<file path="src/rtl/ghbp_ram.sv">
`timescale 1ns / 1ps
// ----------------------------------------------------------------------------
// ghbp_ram
// Generic simple dual-port RAM: one write port, one read port, registered read.
// ----------------------------------------------------------------------------
module ghbp_ram #(
  parameter int WIDTH = 8,
  parameter int DEPTH = 256
) (
  input  logic                     clk,
  input  logic                     we,
  input  logic [$clog2(DEPTH)-1:0] waddr,
  input  logic [WIDTH-1:0]         wdata,
  input  logic [$clog2(DEPTH)-1:0] raddr,
  output logic [WIDTH-1:0]         rdata
);

  logic [WIDTH-1:0] mem [DEPTH];

  always_ff @(posedge clk) begin
    if (we) begin
      mem[waddr] <= wdata;
    end
    rdata <= mem[raddr];
  end

endmodule

</file>
<file path="config.mk">
export PLATFORM = sky130hd
export DESIGN_NAME = ghbp_ram
export DESIGN_NICKNAME = d
export VERILOG_FILES = /design/src/rtl/ghbp_ram.sv
export SDC_FILE = /design/constraint.sdc
export NUM_CORES = 2
export LEC_CHECK = 0
export BUFFER_PORTS_ARGS = -buffer_cell sky130_fd_sc_hd__buf_2
export CAP_MARGIN = 25
export CORE_ASPECT_RATIO = 0.75
export CORE_MARGIN = 3
export CORE_UTILIZATION = 35
export CTS_CLUSTER_DIAMETER = 150
export DETAILED_ROUTE_END_ITERATION = 12
export GPL_TIMING_DRIVEN = 0
export MAX_ROUTING_LAYER = met4
export SLEW_MARGIN = 20
export SYNTH_ARGS = -nofsm -noshare
export SYNTH_HDL_FRONTEND = slang
export SYNTH_SLANG_ARGS = --single-unit
</file>
<file path="constraint.sdc">
create_clock -name clk -period 2.2 [get_ports clk]
set_input_delay 0.22 -clock clk [delete_from_list [all_inputs] [get_ports clk]]
set_output_delay 0.22 -clock clk [all_outputs]
set_load 0.05 [all_outputs]
</file>
Yosys cells after proc, flatten, opt, wreduce, memory -nomap -nowiden
Memories as Yosys holds them, arrays and structs flattened. A register that Yosys moved wholly into a read port is not among the register bits.
Cells that the tools add are included.
- register bits: 0
- bits in writable memories: 2048
- input port bits: 26
- output and inout port bits: 8
- word-level logic and storage cells: 3
- memories kept: 1
- mux-type cells: 2
- memories (memory ; words ; bits a word ; rd ports ; clocked after memory_dff ; write ports ; line ; RTL):
    mem ; 256 ; 8 ; 1 ; 1 ; 1 ; 18 ; logic [WIDTH-1:0] mem [DEPTH];
- operators with widths (cell ; count):
    two-way mux 1 bit ; 2

Logic depth before layout (Yosys ltp)
- word-level depth: 2
- mapped depth: 11
- mapped depth without buffers: 6

Least setup slack after synthesis
Ideal clock, no wire load.
- path kind: input-to-reg
- start point: in raddr[0]
- end point: reg rdata[2] (read register of mem)
- library setup time: 131 ps
- arrival time: 2027 ps
- data required time: 2069 ps
- slack: 42 ps
- stages: 9
- buffers on the path: 4
- path through: buf_6 -> buf_12 -> buf_8 -> buf_2 -> mux4_2 -> a22oi_1 -> a21oi_1 -> nor4_1 -> nor4_2
- RTL lines (what ; line ; RTL):
    from (decl) ; 14 ; input logic [$clog2(DEPTH)-1:0] raddr,
    to (decl) ; 15 ; output logic [WIDTH-1:0] rdata

==> metrics <==
initial DRC count 7096; ys async rst share 0; leak pwr 0.02805 uW; Place WS -2.631 ns; GR Overflow Total 0; CTS H-tree depth 4; Layout area overhead 15.87%; Commonest cells post-synth edfxtp_1, mux4_2, nor2_1; Seq/Total Area, Yosys 0.7750; die area 233100 sq um; Final Util 0.4107; Cell Chain, Critical Path mux4_2, mux4_2, nor2b_4, nor4_4, nor4_4; synth warn 0; Critical Path Fanout Max 1; Starting Density 0.3544; Num CTS Buffers 196; Primary FF master, synth edfxtp_1; dpl hpwl 171.0 mm; PnR worst setup slack -0.4247 ns; vias in the first global route 40360; num ports 34; Yosys cell types 55; PwrDens 880.7 nW/um^2; DIE HEIGHT 418.9 microns; GPL Wtd Cong 0.9488; VDD IR-drop max 0.0006168 V; first-pass GRT wire length 339.9 mm; Total Wirelength 250.2 mm; post-synthesis average cell area 21.31 sq um; Bufs and invs on worst path 0; post-synthesis cell area 79560 sq um; share of layout cells above drive strength 1 0.2927; Max Clk Rate 381.0 MHz; DRC viols 0; # nets final 4050; Post-Syn Nets 3759; outcome finished with violations; total iterations of the first detailed-routing run 7; CTS Buffer Depth 4; failing checks negative setup slack; top-count cell post-synth edfxtp_1; Tmin final 2.625 ns; crit-path leading delay family multiplexers; Slew Limit Fails 0; top cells by area, synth edfxtp_1, mux4_2, mux2i_1, nor2_1, a22oi_1; flop and latch count out of synthesis 2056; fillers 19600; Clock Skews 0.02668 ns; initial antenna violation count 17; area leader, netlist edfxtp_1; CP Capture Type flip-flop; critical path required time 2.90 ns; crit-path max cell delay 0.69 ns; Reg clk slew, reported paths 0.07 ns; Chip Width 556.5 microns; Max-cap violations 0; total track usage 0.2180; CTS tree yes; final hold slack 0.06431 ns; CTS sink count 2056; wire per inst 35.05 microns; CTS root buf clkbuf_16; clk_lat worst skew 0.85 ns; Worst Setup Start Kind flip-flop; total number of vias 42330; final number of hold-violating endpoints 0; Critical Path AT 3.32 ns; RSZ-0062 raised after global routing yes; Post-Synthesis Cells 3733; Final ANT Viol Nets 0; Post-synth EDFFs 2048; row cnt 150; Max transition margin 0.1302; final setup vio count 195; Vias/cell 5.930; slowest stage cell on the critical path nor4_4; IO Port Bufs 26; core area 224500 sq um; final period utilization 1.193; top cell type's share of synthesized area 0.7730; worst min path class input port to flip-flop; largest net degree at the start of global routing 122; Slew @ Worst Pin 1.305 ns; critical path type flip-flop to flip-flop
-- through the flow --
stage	setup TNS (ns)	instances	total power [uW]	cell area [sq um]
after floorplan	0	3733	46240	79560
after global placement	-6913.80	6723	48750	83400
after detailed placement	-1291.56	6779	48830	84650
after CTS	-2.119	7125	81250	91810
after global routing	-2.536	7132	83050	92160
final	-11.04	7139	81190	92180
-- power by group --
group          switching (uW)  internal [uW]
combinational            3590           1620
sequential               25.0          43200
clock                   15000          17800
-- cells by family after synthesis --
group / share of synthesized area
and+or+nand+nor: 0.02628
buffers and inverters: 0.01831
AOI/OAI and AO/OA: 0.03419
muxes: 0.1462
DFF: 0.7750
-- layout by cell type, fill, tap and decap left out, types with 9 or more instances in the layout --
| cell | count |
|---|---|
| edfxtp_1 | 2048 |
| mux4_2 | 454 |
| clkbuf_16 | 197 |
| nor2_1 | 154 |
| mux2i_1 | 133 |
| a22oi_1 | 132 |
| nor2_2 | 109 |
| a21oi_1 | 78 |
| clkbuf_1 | 70 |
| buf_4 | 60 |
| clkbuf_2 | 53 |
| o221ai_1 | 45 |
| clkinv_1 | 43 |
| buf_2 | 42 |
| clkinv_2 | 35 |
| buf_6 | 34 |
| nand2_1 | 33 |
| nand3_1 | 33 |
| buf_16 | 30 |
| o22ai_1 | 28 |
| nor2b_1 | 26 |
| nor4_4 | 24 |
| buf_8 | 23 |
| nor2_4 | 19 |
| a21oi_2 | 18 |
| clkbuf_4 | 16 |
| buf_12 | 12 |
| bufinv_16 | 12 |
| clkinvlp_4 | 12 |
| diode_2 | 10 |
| nor3_1 | 10 |
| nand4_1 | 10 |
| o211ai_1 | 10 |
| o21ai_0 | 10 |
| a221oi_1 | 9 |
-- repair_timing --
action	in CTS	in global routing
gates cloned	0	0
resized for setup	284	105
endpoints found under the hold margin	483	0
pin swaps	25	17
buffers inserted	2	0
endpoints found under the setup margin	389	570
hold buffers	8	0
-- metal layers --
layer  wire (microns)  vias to the layer above  track usage
met2           105300                     2850       0.2929
li1                 -                    16310            -
met3            33190                      450      0.06994
met5                0                        -            -
met4             7956                        0      0.06472
met1           103800                    22720       0.3145
-- path summary, 6_finish.rpt --
kind,start,endpoint,slack [ns],cells past startpoint
setup / recovery,mem[83][2],rdata[2],-0.42,5
hold / removal,waddr[6],mem[193][6],0.06,3
setup reg to reg,mem[83][2],rdata[2],-0.42,5
hold reg to reg,mem[218][3],rdata[3],1.30,5
-- cell type report --
class / count / area [sq um] / area share
Buffer: 233 / 1710 / 0.01855
Clock buffer: 228 / 5046 / 0.05474
Antenna cell: 10 / 25.02 / 0.0002715
Timing Repair Buffer: 93 / 1410 / 0.01530
Sequential cell: 2056 / 61660 / 0.6689
Clock inverter: 111 / 934.6 / 0.01014
Tap cell: 2964 / 3709 / 0.04023
Inverter: 2 / 8.758 / 0.00009501
Multi-Input combinational cell: 1442 / 17680 / 0.1918
-- state kept, by name, summed over array words and instances (netlist names) --
register,count
rdata,8
mem,2048
-- tightest hold or removal path, cell delays in order --
cell and delay, ns:
buf_2 0.14, nand4_1 0.19, nor2_1 0.17
Power figures use the tool's default switching activity.
